`src/hdl/imusbc_pkg.sv`:
```
// Shared types, sizes and codes for the IMU static bias calibration block.
// Depends on nothing; every other file of the block imports it.
`default_nettype none

package imusbc_pkg;

    // Field and arithmetic sizes.
    localparam int FIELD_BITS   = 32;
    localparam int SAMPLE_BITS  = 32;
    localparam int COUNT_BITS   = 24;
    localparam int SUM_BITS     = SAMPLE_BITS + COUNT_BITS;
    localparam int OUT_CNT_BITS = 24;
    localparam int NUM_AXES     = 6;
    localparam int AXIS_BITS    = $clog2(NUM_AXES);
    localparam int STEP_BITS    = $clog2(SUM_BITS + 1);
    localparam int WIDE_BITS    = FIELD_BITS + 3;

    // Configuration register indexes.
    localparam int CFG_IDX_BITS = 3;
    localparam logic [CFG_IDX_BITS-1:0] REG_MODE    = 3'd0;
    localparam logic [CFG_IDX_BITS-1:0] REG_GRAVITY = 3'd1;
    localparam logic [CFG_IDX_BITS-1:0] REG_EARTH_X = 3'd2;
    localparam logic [CFG_IDX_BITS-1:0] REG_EARTH_Y = 3'd3;
    localparam logic [CFG_IDX_BITS-1:0] REG_EARTH_Z = 3'd4;

    // Axis slots.
    localparam logic [AXIS_BITS-1:0] AXIS_ACC_Z = AXIS_BITS'(2);
    localparam logic [AXIS_BITS-1:0] AXIS_GYR_X = AXIS_BITS'(3);
    localparam logic [AXIS_BITS-1:0] AXIS_LAST  = AXIS_BITS'(NUM_AXES - 1);

    // Status codes.
    localparam logic [1:0] STAT_OK    = 2'd0;
    localparam logic [1:0] STAT_EMPTY = 2'd1;
    localparam logic [1:0] STAT_FULL  = 2'd2;
    localparam logic [1:0] STAT_SAT   = 2'd3;

    typedef struct packed {
        logic                          start_new;
        logic signed [FIELD_BITS-1:0]  acc_x_in;
        logic signed [FIELD_BITS-1:0]  acc_y_in;
        logic signed [FIELD_BITS-1:0]  acc_z_in;
        logic signed [FIELD_BITS-1:0]  gyr_x_in;
        logic signed [FIELD_BITS-1:0]  gyr_y_in;
        logic signed [FIELD_BITS-1:0]  gyr_z_in;
    } imu_in_t;

    typedef struct packed {
        logic signed [FIELD_BITS-1:0]  acc_x_out;
        logic signed [FIELD_BITS-1:0]  acc_y_out;
        logic signed [FIELD_BITS-1:0]  acc_z_out;
        logic signed [FIELD_BITS-1:0]  gyr_x_out;
        logic signed [FIELD_BITS-1:0]  gyr_y_out;
        logic signed [FIELD_BITS-1:0]  gyr_z_out;
        logic [OUT_CNT_BITS-1:0]       samples_seen;
        logic [1:0]                    status;
    } imu_out_t;

endpackage

`default_nettype wire

```
`src/hdl/imusbc_div.sv`:
```
// Sequential signed-by-unsigned divider, one quotient bit per cycle.
// Depends on imusbc_pkg for the sum, count and sample widths.
`default_nettype none

module imusbc_div
    import imusbc_pkg::*;
(
    input  wire logic                          clk,
    input  wire logic                          rst_n,
    input  wire logic                          start,
    input  wire logic signed [SUM_BITS-1:0]    dividend,
    input  wire logic [COUNT_BITS-1:0]         divisor,
    output logic                               done,
    output logic signed [SAMPLE_BITS-1:0]      quotient
);

    logic                     busy_reg, busy_next;
    logic                     done_reg, done_next;
    logic [STEP_BITS-1:0]     step_reg, step_next;
    logic [COUNT_BITS-1:0]    rem_reg, rem_next;
    logic [SUM_BITS-1:0]      quo_reg, quo_next;
    logic [COUNT_BITS-1:0]    dvs_reg, dvs_next;
    logic                     neg_reg, neg_next;
    logic [SUM_BITS-1:0]      mag;
    logic [COUNT_BITS:0]      shifted;
    logic [COUNT_BITS:0]      trial;
    logic [SAMPLE_BITS-1:0]   quo_low;

    // Magnitude of the dividend; the sign is restored at the end.
    assign mag = dividend[SUM_BITS-1] ? SUM_BITS'(-dividend) : SUM_BITS'(dividend);

    // One restoring step: bring down the next dividend bit and try a subtract.
    assign shifted = {rem_reg, quo_reg[SUM_BITS-1]};
    assign trial   = shifted - {1'b0, dvs_reg};

    always_comb
    begin
        busy_next = busy_reg;
        done_next = 1'b0;
        step_next = step_reg;
        rem_next  = rem_reg;
        quo_next  = quo_reg;
        dvs_next  = dvs_reg;
        neg_next  = neg_reg;
        if (start)
        begin
            busy_next = 1'b1;
            step_next = STEP_BITS'(SUM_BITS);
            rem_next  = '0;
            quo_next  = mag;
            dvs_next  = divisor;
            neg_next  = dividend[SUM_BITS-1];
        end
        else if (busy_reg)
        begin
            if (trial[COUNT_BITS])
            begin
                rem_next = shifted[COUNT_BITS-1:0];
                quo_next = {quo_reg[SUM_BITS-2:0], 1'b0};
            end
            else
            begin
                rem_next = trial[COUNT_BITS-1:0];
                quo_next = {quo_reg[SUM_BITS-2:0], 1'b1};
            end
            step_next = step_reg - 1'b1;
            if (step_reg == STEP_BITS'(1))
            begin
                busy_next = 1'b0;
                done_next = 1'b1;
            end
        end
    end

    always_ff @(posedge clk or negedge rst_n)
    begin
        if (!rst_n)
        begin
            busy_reg <= 1'b0;
            done_reg <= 1'b0;
            step_reg <= '0;
        end
        else
        begin
            busy_reg <= busy_next;
            done_reg <= done_next;
            step_reg <= step_next;
        end
    end

    always_ff @(posedge clk)
    begin
        rem_reg <= rem_next;
        quo_reg <= quo_next;
        dvs_reg <= dvs_next;
        neg_reg <= neg_next;
    end

    // The mean always fits the sample width, so the low bits carry it.
    assign quo_low  = quo_reg[SAMPLE_BITS-1:0];
    assign quotient = neg_reg ? signed'(-quo_low) : signed'(quo_low);
    assign done     = done_reg;

endmodule

`default_nettype wire

```
`src/hdl/imu_static_bias_calibrate.sv`:
```
// IMU static bias calibration: running means in accumulate mode, bias removal in compensate.
// With no samples yet the divider is skipped and the mean is taken as zero.
// A new sample is taken only after the last result has moved to the output register; the
// shared 56-by-24 divider works on one axis at a time.
// Reset: rst_n clears configuration, sums, count and handshake state asynchronously.
// Depends on imusbc_pkg and imusbc_div.
`default_nettype none

module imu_static_bias_calibrate
    import imusbc_pkg::*;
(
    input  wire logic                     clk,
    input  wire logic                     rst_n,
    input  wire logic                     cfg_we,
    input  wire logic [CFG_IDX_BITS-1:0]  cfg_index,
    input  wire logic [FIELD_BITS-1:0]    cfg_data,
    input  wire logic                     in_valid,
    output logic                          in_ready,
    input  wire imu_in_t                  in_data,
    output logic                          out_valid,
    input  wire logic                     out_ready,
    output imu_out_t                      out_data
);

    localparam logic [2:0] ST_IDLE  = 3'd0;
    localparam logic [2:0] ST_ACCUM = 3'd1;
    localparam logic [2:0] ST_DIV   = 3'd2;
    localparam logic [2:0] ST_WAIT  = 3'd3;
    localparam logic [2:0] ST_COMB  = 3'd4;
    localparam logic [2:0] ST_DONE  = 3'd5;

    localparam logic [COUNT_BITS-1:0] CMAX = {COUNT_BITS{1'b1}};

    // Configuration registers.
    logic                          mode_reg;
    logic signed [FIELD_BITS-1:0]  gravity_reg;
    logic signed [FIELD_BITS-1:0]  earth_reg [3];

    always_ff @(posedge clk or negedge rst_n)
    begin
        if (!rst_n)
        begin
            mode_reg    <= 1'b0;
            gravity_reg <= '0;
            earth_reg[0] <= '0;
            earth_reg[1] <= '0;
            earth_reg[2] <= '0;
        end
        else if (cfg_we)
        begin
            case (cfg_index)
                REG_MODE:    mode_reg     <= cfg_data[0];
                REG_GRAVITY: gravity_reg  <= signed'(cfg_data);
                REG_EARTH_X: earth_reg[0] <= signed'(cfg_data);
                REG_EARTH_Y: earth_reg[1] <= signed'(cfg_data);
                REG_EARTH_Z: earth_reg[2] <= signed'(cfg_data);
                default:     ;
            endcase
        end
    end

    // Sequencer and datapath state.
    logic [2:0]                     state_reg, state_next;
    logic [AXIS_BITS-1:0]           axis_reg, axis_next;
    logic [COUNT_BITS-1:0]          count_reg, count_next;
    logic                           clr_reg, clr_next;
    logic                           full_reg, full_next;
    logic                           sat_reg, sat_next;
    logic                           out_valid_reg, out_valid_next;
    imu_out_t                       out_reg;
    logic signed [SUM_BITS-1:0]     sum_reg [NUM_AXES];
    logic signed [SAMPLE_BITS-1:0]  smp_reg [NUM_AXES];
    logic signed [SAMPLE_BITS-1:0]  res_reg [NUM_AXES];
    logic signed [SAMPLE_BITS-1:0]  mean_reg, mean_next;
    logic signed [SUM_BITS-1:0]     sum_next;
    logic                           sum_we;
    logic                           res_we;
    logic                           smp_we;
    logic                           out_load;
    logic                           in_xfer;
    logic [COUNT_BITS-1:0]          cnt_eff;

    // Shared divider.
    logic                           div_start;
    logic                           div_done;
    logic signed [SAMPLE_BITS-1:0]  div_quo;

    imusbc_div u_div (
        .clk      (clk),
        .rst_n    (rst_n),
        .start    (div_start),
        .dividend (sum_reg[axis_reg]),
        .divisor  (count_reg),
        .done     (div_done),
        .quotient (div_quo)
    );

    // Accumulate step for the selected axis.
    logic signed [SUM_BITS-1:0]  sum_base;
    logic signed [SUM_BITS-1:0]  sum_add;
    logic signed [SAMPLE_BITS-1:0] smp_sel;

    assign smp_sel  = smp_reg[axis_reg];
    assign sum_base = clr_reg ? '0 : sum_reg[axis_reg];
    assign sum_add  = full_reg ? '0 : SUM_BITS'(smp_sel);

    // Bias removal and saturation for the selected axis.
    logic signed [WIDE_BITS-1:0]    adj_w;
    logic signed [WIDE_BITS-1:0]    diff_w;
    logic signed [WIDE_BITS-1:0]    val_w;
    logic [WIDE_BITS-SAMPLE_BITS:0] top_bits;
    logic                           over;
    logic                           under;
    logic signed [SAMPLE_BITS-1:0]  clipped;

    always_comb
    begin
        if (axis_reg == AXIS_ACC_Z)
            adj_w = WIDE_BITS'(gravity_reg);
        else if (axis_reg >= AXIS_GYR_X)
            adj_w = -WIDE_BITS'(earth_reg[2'(axis_reg - AXIS_GYR_X)]);
        else
            adj_w = '0;
    end

    assign diff_w   = WIDE_BITS'(smp_sel) - (WIDE_BITS'(mean_reg) + adj_w);
    assign val_w    = mode_reg ? diff_w : WIDE_BITS'(mean_reg);
    assign top_bits = val_w[WIDE_BITS-1:SAMPLE_BITS-1];
    assign over     = !val_w[WIDE_BITS-1] && (top_bits != '0);
    assign under    = val_w[WIDE_BITS-1] && (top_bits != '1);

    always_comb
    begin
        if (over)
            clipped = {1'b0, {(SAMPLE_BITS-1){1'b1}}};
        else if (under)
            clipped = {1'b1, {(SAMPLE_BITS-1){1'b0}}};
        else
            clipped = val_w[SAMPLE_BITS-1:0];
    end

    assign in_ready = (state_reg == ST_IDLE);
    assign in_xfer  = in_valid && in_ready;
    assign cnt_eff  = in_data.start_new ? '0 : count_reg;

    // Sequencer.
    always_comb
    begin
        state_next     = state_reg;
        axis_next      = axis_reg;
        count_next     = count_reg;
        clr_next       = clr_reg;
        full_next      = full_reg;
        sat_next       = sat_reg;
        mean_next      = mean_reg;
        sum_next       = sum_base + sum_add;
        sum_we         = 1'b0;
        res_we         = 1'b0;
        smp_we         = 1'b0;
        div_start      = 1'b0;
        out_load       = 1'b0;
        out_valid_next = out_valid_reg && !out_ready;
        case (state_reg)
            ST_IDLE:
            begin
                if (in_xfer)
                begin
                    smp_we    = 1'b1;
                    axis_next = '0;
                    sat_next  = 1'b0;
                    if (!mode_reg)
                    begin
                        clr_next   = in_data.start_new;
                        full_next  = (cnt_eff == CMAX);
                        count_next = (cnt_eff == CMAX) ? cnt_eff : cnt_eff + 1'b1;
                        state_next = ST_ACCUM;
                    end
                    else
                    begin
                        clr_next   = 1'b0;
                        full_next  = 1'b0;
                        state_next = ST_DIV;
                    end
                end
            end
            ST_ACCUM:
            begin
                sum_we = 1'b1;
                if (axis_reg == AXIS_LAST)
                begin
                    axis_next  = '0;
                    state_next = ST_DIV;
                end
                else
                begin
                    axis_next = axis_reg + 1'b1;
                end
            end
            ST_DIV:
            begin
                if (count_reg == '0)
                begin
                    mean_next  = '0;
                    state_next = ST_COMB;
                end
                else
                begin
                    div_start  = 1'b1;
                    state_next = ST_WAIT;
                end
            end
            ST_WAIT:
            begin
                if (div_done)
                begin
                    mean_next  = div_quo;
                    state_next = ST_COMB;
                end
            end
            ST_COMB:
            begin
                res_we = 1'b1;
                if (mode_reg && (over || under))
                    sat_next = 1'b1;
                if (axis_reg == AXIS_LAST)
                begin
                    state_next = ST_DONE;
                end
                else
                begin
                    axis_next  = axis_reg + 1'b1;
                    state_next = ST_DIV;
                end
            end
            ST_DONE:
            begin
                if (!out_valid_reg || out_ready)
                begin
                    out_load       = 1'b1;
                    out_valid_next = 1'b1;
                    state_next     = ST_IDLE;
                end
            end
            default:
            begin
                state_next = ST_IDLE;
            end
        endcase
    end

    always_ff @(posedge clk or negedge rst_n)
    begin
        if (!rst_n)
        begin
            state_reg     <= ST_IDLE;
            axis_reg      <= '0;
            count_reg     <= '0;
            clr_reg       <= 1'b0;
            full_reg      <= 1'b0;
            sat_reg       <= 1'b0;
            out_valid_reg <= 1'b0;
            for (int i = 0; i < NUM_AXES; i++)
                sum_reg[i] <= '0;
        end
        else
        begin
            state_reg     <= state_next;
            axis_reg      <= axis_next;
            count_reg     <= count_next;
            clr_reg       <= clr_next;
            full_reg      <= full_next;
            sat_reg       <= sat_next;
            out_valid_reg <= out_valid_next;
            if (sum_we)
                sum_reg[axis_reg] <= sum_next;
        end
    end

    // Result status for the finished item.
    logic [1:0] status_w;

    always_comb
    begin
        if (!mode_reg)
            status_w = full_reg ? STAT_FULL : STAT_OK;
        else if (sat_reg)
            status_w = STAT_SAT;
        else if (count_reg == '0)
            status_w = STAT_EMPTY;
        else
            status_w = STAT_OK;
    end

    // Payload registers: captured samples, per-axis results and the output stage.
    always_ff @(posedge clk)
    begin
        mean_reg <= mean_next;
        if (smp_we)
        begin
            smp_reg[0] <= in_data.acc_x_in[SAMPLE_BITS-1:0];
            smp_reg[1] <= in_data.acc_y_in[SAMPLE_BITS-1:0];
            smp_reg[2] <= in_data.acc_z_in[SAMPLE_BITS-1:0];
            smp_reg[3] <= in_data.gyr_x_in[SAMPLE_BITS-1:0];
            smp_reg[4] <= in_data.gyr_y_in[SAMPLE_BITS-1:0];
            smp_reg[5] <= in_data.gyr_z_in[SAMPLE_BITS-1:0];
        end
        if (res_we)
            res_reg[axis_reg] <= clipped;
        if (out_load)
        begin
            out_reg.acc_x_out    <= FIELD_BITS'(res_reg[0]);
            out_reg.acc_y_out    <= FIELD_BITS'(res_reg[1]);
            out_reg.acc_z_out    <= FIELD_BITS'(res_reg[2]);
            out_reg.gyr_x_out    <= FIELD_BITS'(res_reg[3]);
            out_reg.gyr_y_out    <= FIELD_BITS'(res_reg[4]);
            out_reg.gyr_z_out    <= FIELD_BITS'(res_reg[5]);
            out_reg.samples_seen <= OUT_CNT_BITS'(count_reg);
            out_reg.status       <= status_w;
        end
    end

    assign out_valid = out_valid_reg;
    assign out_data  = out_reg;

`ifndef SYNTHESIS
    // The divider only finishes while the sequencer waits for it.
    assert property (@(posedge clk) disable iff (!rst_n)
        div_done |-> (state_reg == ST_WAIT))
        else $error("divider finished outside the wait step");

    // A transfer in closes the input until the item is finished.
    assert property (@(posedge clk) disable iff (!rst_n)
        (in_valid && in_ready) |=> !in_ready)
        else $error("input reopened right after a transfer");

    // Sums change only in accumulate mode.
    assert property (@(posedge clk) disable iff (!rst_n)
        (state_reg == ST_ACCUM) |-> !mode_reg)
        else $error("accumulate step in compensate mode");

    // A full count is only reported in accumulate mode.
    assert property (@(posedge clk) disable iff (!rst_n)
        (out_valid && (out_data.status == STAT_FULL)) |-> !mode_reg)
        else $error("count full reported in compensate mode");
`endif

endmodule

`default_nettype wire

```
`config.mk`:
```
export PLATFORM = sky130hd
export DESIGN_NAME = imu_static_bias_calibrate
export DESIGN_NICKNAME = d
export VERILOG_FILES = /design/src/hdl/imusbc_pkg.sv /design/src/hdl/imusbc_div.sv /design/src/hdl/imu_static_bias_calibrate.sv
export SDC_FILE = /design/constraint.sdc
export NUM_CORES = 2
export LEC_CHECK = 0
export ABC_AREA = 1
export ABC_CLOCK_PERIOD_IN_PS = 11970
export BUFFER_PORTS_ARGS = -buffer_cell sky130_fd_sc_hd__buf_2
export CAP_MARGIN = 20
export CORE_MARGIN = 2
export CORE_UTILIZATION = 45
export DETAILED_ROUTE_END_ITERATION = 10
export PLACE_DENSITY_LB_ADDON = 0.15
export SYNTH_ARGS = -nofsm -noshare
export SYNTH_HDL_FRONTEND = slang
export SYNTH_SLANG_ARGS = --single-unit
export TNS_END_PERCENT = 30
```
`constraint.sdc`:
```
create_clock -name clk -period 11.97 [get_ports clk]
set_input_delay 2.394 -clock clk [delete_from_list [all_inputs] [get_ports clk]]
set_output_delay 2.394 -clock clk [all_outputs]
set_load 0.02 [all_outputs]
```
Word level (Yosys, flattened, before mapping)
Memories as Yosys holds them, arrays and structs flattened. A register that Yosys moved wholly into a read port is not among the register bits. Cells that the tools add are included.

Add/subtract/negate cells: 11. $lt $le $gt $ge: 4. Eq/ne operators: 21. Multiplexer cells: 70. Bitwise gates (word level): 3. Reduce and logical (&&, ||, !) cells: 30.

Operator list (count): 2-to-1 mux 56 bit (8); bitwise mux 336 bit (1); 2-to-1 mux 32 bit (7); binary-select mux 56 bit (select 3 bit) (1); demux 56 bit (select 3 bit) (1); 2-to-1 mux 35 bit (3); 2-to-1 mux 24 bit (3); binary-select mux 32 bit (select 2 bit) (1); case mux 32 bit (2 select lines) (1); adder 56 bit (1); negation 56 bit (1); adder 32 x 35 -> 35 bit (1); negation 32 -> 35 bit (1); subtractor 32 x 35 -> 35 bit (1); negation 32 bit (1); 2-to-1 mux 3 bit (9); 2-to-1 mux 1 bit (26); subtractor 25 x 24 -> 25 bit (1); adder 24 x 1 -> 24 bit (second input constant) (1); == test 24 bit (second input constant) (1); zero test 24 bit (1); case mux 3 bit (6 select lines) (1); == test 3 x 2 -> 1 bit (second input constant) (5); == test 3 bit (second input constant) (4); other kinds (29) (58).

Register bits after elaboration: 670. RAM bits: 384. Bits of input ports: 233. Output and inout port bits: 220. Logic and storage cells: 169. Memories: 2.

Memories: res_reg (words 6, width 32, read ports 6, clocked after memory_dff 6, wr ports 1, line imu_static_bias_calibrate.sv:73) `logic signed [SAMPLE_BITS-1:0] res_reg [NUM_AXES];`; smp_reg (words 6, width 32, read ports 1, clocked after memory_dff 0, wr ports 6, line imu_static_bias_calibrate.sv:72) `logic signed [SAMPLE_BITS-1:0] smp_reg [NUM_AXES];`.

Logic depth before layout (Yosys ltp)
Word-level depth: 17. Mapped depth: 46. Depth with buffers taken out: 40.

Cells and area by module
From an unflattened synthesis, not the netlist that was laid out.

Cells, all modules: 6453. Area, all modules: 60093.9 sq um.

By module, submodules not included: imu_static_bias_calibrate (instances 1, cells an instance 5034, area each 50926.3 sq um, seq. area each 31525.2 sq um); imusbc_div (instances 1, cells an instance 1419, area each 9167.5 sq um, seq. area each 3113.0 sq um).

Least setup slack after synthesis
Ideal clock, no wire load.

Kind: in2reg. Start: input out_ready. End: register out_reg (netlist bit out_data[0]) (enable). Setup time: 870 ps. Arrival: 12924 ps. Data required time: 11100 ps. Slack: -1824 ps. Stages: 2. Buffers on the path: 0. Path through: inv_1 a21oi_1.

Cells in the longest elaborated chain, start to end: 3.

Ends and longest elaborated chain: start, declared (line imu_static_bias_calibrate.sv:21) `input wire logic out_ready,`; logical OR 1 bit (line imu_static_bias_calibrate.sv:237) `if (!out_valid_reg || out_ready)`; 2-to-1 mux 1 bit (line imu_static_bias_calibrate.sv:237); 2-to-1 mux 1 bit (line imu_static_bias_calibrate.sv:163) `case (state_reg)`; net out_load (line imu_static_bias_calibrate.sv:79) `logic out_load;`; end, declared (line imu_static_bias_calibrate.sv:70) `imu_out_t out_reg;`.

The timed path passes the listed nets, and every way through them passes these cells. A chain may end at the register's enable or synchronous reset.

Final worst setup path
Start: register axis_reg[0]. End: memory res_reg[0][0] (data pin).

Cells in the longest elaborated chain, start to end: 15. Elaborated cells on any way between the ends: 21. Those cells by class: add/sub: 4; order compare: 1; eq/ne: 2; mux: 8; bitwise: 1; reduce/logical: 4; memory: 1.

Ends and longest elaborated chain: start, declared (line imu_static_bias_calibrate.sv:64) `logic [AXIS_BITS-1:0] axis_reg, axis_next;`; start signal, assigned (line imu_static_bias_calibrate.sv:268) `axis_reg <= axis_next;`; subtractor 2 bit (line imu_static_bias_calibrate.sv:121) `adj_w = -WIDE_BITS'(earth_reg[2'(axis_reg - AXIS_GYR_X)]);`; inverter 2 -> 3 bit (implied by the code) (line imu_static_bias_calibrate.sv:121); binary-select mux 32 bit (select 2 bit) (line imu_static_bias_calibrate.sv:121); 2-to-1 mux 32 bit (implied by the code) (2 in series) (line imu_static_bias_calibrate.sv:121); negation 32 -> 35 bit (line imu_static_bias_calibrate.sv:121); 2-to-1 mux 35 bit (line imu_static_bias_calibrate.sv:120) `else if (axis_reg >= AXIS_GYR_X)`; 2-to-1 mux 35 bit (line imu_static_bias_calibrate.sv:118) `if (axis_reg == AXIS_ACC_Z)`; adder 32 x 35 -> 35 bit (line imu_static_bias_calibrate.sv:126) `assign diff_w = WIDE_BITS'(smp_sel) - (WIDE_BITS'(mean_reg) + adj_w);`; subtractor 32 x 35 -> 35 bit * (line imu_static_bias_calibrate.sv:126); 2-to-1 mux 35 bit * (line imu_static_bias_calibrate.sv:127) `assign val_w = mode_reg ? diff_w : WIDE_BITS'(mean_reg);`; != test 4 bit (line imu_static_bias_calibrate.sv:130) `assign under = val_w[WIDE_BITS-1] && (top_bits != '1);`; logical AND 1 bit (line imu_static_bias_calibrate.sv:130); 2-to-1 mux 32 bit (line imu_static_bias_calibrate.sv:136) `else if (under)`; 2-to-1 mux 32 bit * (line imu_static_bias_calibrate.sv:134) `if (over)`; net clipped[0] (line imu_static_bias_calibrate.sv:114) `logic signed [SAMPLE_BITS-1:0] clipped;`; end, declared (line imu_static_bias_calibrate.sv:73).

The timed path passes the listed nets; every way through them passes the cells marked *. The select of a mux whose other input is x is not followed.

==> key figures <==
Synth
  – Yosys warnings: 0
  – Top post-synthesis cells by area: edfxtp_1, dfrtp_1, nand2_1, o21ai_0, inv_1
  – Synth Cell Area: 60240 sq um
  – Post-synthesis register bit count: 1246
  – Ys async rst share: 0.4069
  – Area leader, netlist: edfxtp_1
  – Synth cell count leaders: nand2_1, inv_1, edfxtp_1, o21ai_0, nor2_1
  – Syn_nets: 6816
  – Mapped Cells: 6424
  – Fraction of the yosys area taken by sequential cells: 0.5750
  – Mean post-synth cell area: 9.378 sq um
  – EDFF count, synth: 715
  – Unique masters post-synth: 72
  – Synth top area share: 0.3564
  – Most frequent cell after synthesis: nand2_1
  – Post-synth top flop: edfxtp_1

Route
  – Total wire length: 187.0 mm
  – Drt pass-1 iters: 8
  – Via count: 46597
  – DRT iter0 DRCs: 4371
  – WL/cell: 21.38 microns
  – Vias per cell: 5.329
  – Drc violations: 0
  – Routed Antenna Nets: 0

Clock tree
  – # hold bufs at CTS: 0
  – Latest clock arrival within the worst-skew pair: 0.78 ns
  – CTS tree: built
  – Root buf cell: clkbuf_16
  – Post-CTS Resized: 0
  – Setup Fix Bufs, Post-CTS: 0
  – CTS Buf Count: 137
  – Htree depth: 4
  – Clk buf depth: 3
  – Clock slew at reported path FFs: 0.06 ns
  – Clock Sinks: 1246

Die
  – DIE AREA: 136800 sq um
  – Die Ht: 369.9 microns
  – I/O pin count: 453
  – Core area: 133100 sq um
  – Die Wd: 369.9 microns
  – Starting Density: 0.4525
  – Row count: 134

Timing
  – Max Fclk: 116.9 MHz
  – Setup TNS: 0 ns
  – Setup Skew: 0.04394 ns
  – Max-Slew Margin vs Limit: 0.2218
  – # setup viols final: 0
  – Hold WS: 0.4054 ns
  – Fin crit period: 8.554 ns
  – Tcrit/Tclk final: 0.7146
  – Slew @ Worst Pin: 1.167 ns
  – Final hold vios: 0
  – RSZ-0062 raised after global routing: false
  – Slew Viols, Final: 0

Power and ir drop
  – Clock power frac: 0.412
  – Sw Share: 0.2711
  – VDD IR-drop max: 138.9 uV
  – Logic pwr share: 0.132
  – Sequential power share: 0.456
  – Power Internal: 7.690 mW
  – Pwr per Cell Area: 152.6 nW/um^2
  – Total power draw: 10.55 mW
  – P_sw: 2.860 mW
  – LEAKAGE: 29.79 nW

Worst setup path
  – Crit. Startpoint: axis_reg[0]
  – Buf/Inv on CP: 5
  – CP delay by family, top: simple AND/OR/NAND/NOR gates
  – Crit Path Category: register to register
  – Req. time, crit path: 12.41 ns
  – Slowest stage cell, crit path: dfrtp_4
  – Max incr delay on CP: 0.86 ns
  – FF-to-FF path depth: 37
  – Crit path capture type: register
  – R2r startpoint: axis_reg[0]
  – Flop-to-flop setup slack: 3.42 ns
  – RR Endpoint: res_reg[0][0]
  – Worst setup SP type: register
  – CP dominant cell by count: nand2_1
  – Worst Setup EP: res_reg[0][0]
  – CP Depth: 37
  – CP Max Fanout: 55
  – WP data arrival: 9.00 ns

Placed design
  – Dpl hpwl: 134.7 mm
  – GPL Wtd Cong: 0.9591
  – Area after DPL: 64350 sq um
  – I/O Buffers: 452

GRT
  – Vias in the first global route: 44262
  – Gr ovfl total: 0
  – Initial antenna violation count: 11
  – First-pass GRT wire length: 279.0 mm
  – Largest net degree at the start of global routing: 180
  – GRT Resource Usage Total: 0.2705

Layout
  – Area delta synth->final: 14.78%
  – Final #Nets: 7241
  – Share of layout cells above drive strength 1: 0.1385
  – Filler cell count: 12457
  – Max reg flops: 336
  – Final Cell Area: 69150 sq um
  – Layout Utilization: 0.5194

Worst hold path
  – HP Class: register to register

Run status
  – Outcome: complete, no violations

Flow run
  – Max Cap Violations: 0
[cell usage in the layout (no fill, tap or decap), types with 68 or more instances in the layout]
| master | n |
|---|---|
| clkbuf_16 | 137 |
| nand2_1 | 1433 |
| a21oi_1 | 225 |
| ha_1 | 122 |
| nand3_1 | 267 |
| edfxtp_1 | 715 |
| inv_1 | 778 |
| nor3_1 | 93 |
| nor2_1 | 558 |
| dfrtp_1 | 505 |
| o22ai_1 | 81 |
| xor2_1 | 89 |
| o21ai_0 | 700 |
| buf_2 | 451 |
| buf_4 | 68 |
[kinds of logic (layout without fill, tap and decap cells)]
group / count (synthesis) / in the layout / synth area share
simple gates: 2609 / 2609 / 0.1852
flops: 1246 / 1246 / 0.5750
compound gates: 1230 / 1230 / 0.1134
buf+inv: 1052 / 1594 / 0.07024
fa+ha+maj: 159 / 159 / 0.03751
xor+xnor: 127 / 127 / 0.01846
mux: 1 / 1 / 0.0001662
other cells: 0 / 10 / 0
[per-stage QoR]
stage               std cells  worst slack (ns)
floorplan                6424            0.7848
global placement         8475             3.550
detailed placement       8476             3.359
CTS                      8732             3.377
global route             8739             2.747
finish                   8744             3.416
[final cells by class]
| type | count | area [sq um] | share of cell area |
|---|---|---|---|
| antenna | 10 | 25.02 | 0.0003619 |
| clock buffer | 188 | 3850 | 0.05568 |
| clock inverter | 68 | 877.1 | 0.01268 |
| inverter | 812 | 3060 | 0.04426 |
| multi-input combinational | 4126 | 21570 | 0.3120 |
| sequential | 1246 | 34640 | 0.5010 |
| tap | 1768 | 2212 | 0.03199 |
| timing repair buffer | 526 | 2905 | 0.04202 |
[how the worst min path moves through the flow]
| stage | startpoint | end | slack [ns] | cells past startpoint |
|---|---|---|---|---|
| 4_1_cts | res_reg[4][31] | out_data[89] | 0.41 | 0 |
| 3_3_place_gp | res_reg[4][3] | out_data[61] | 0.40 | 0 |
| 5_1_grt | res_reg[4][31] | out_data[89] | 0.41 | 0 |
| 6_report | res_reg[1][17] | out_data[171] | 0.41 | 0 |
| 2_1_floorplan | res_reg[3][10] | out_data[100] | 0.40 | 0 |
| 3_5_place_dp | res_reg[3][13] | out_data[103] | 0.40 | 0 |
[routing by layer]
| layer | GRT usage | wire [microns] | part of all wire | up-vias |
|---|---|---|---|---|
| met2 | 0.4378 | 88010 | 0.47 | 1420 |
| met4 | 0.08716 | 5611 | 0.030 | 8 |
| li1 | - | - | - | 22270 |
| met3 | 0.04111 | 10550 | 0.056 | 282 |
| met1 | 0.3742 | 82770 | 0.44 | 22617 |
| met5 | 0 | 46 | 0.00025 | - |
[power groups by stage]
stage	clock network, mW	logic, mW	registers (mW)
after detailed placement	0	1.39	4.90
after global placement	0	1.37	4.90
after floorplan	0	0.908	4.87
after CTS	4.43	1.40	4.81
after global routing	4.60	1.55	4.82
final	4.34	1.39	4.81
No activity file was read; power rests on OpenSTA's default activity.
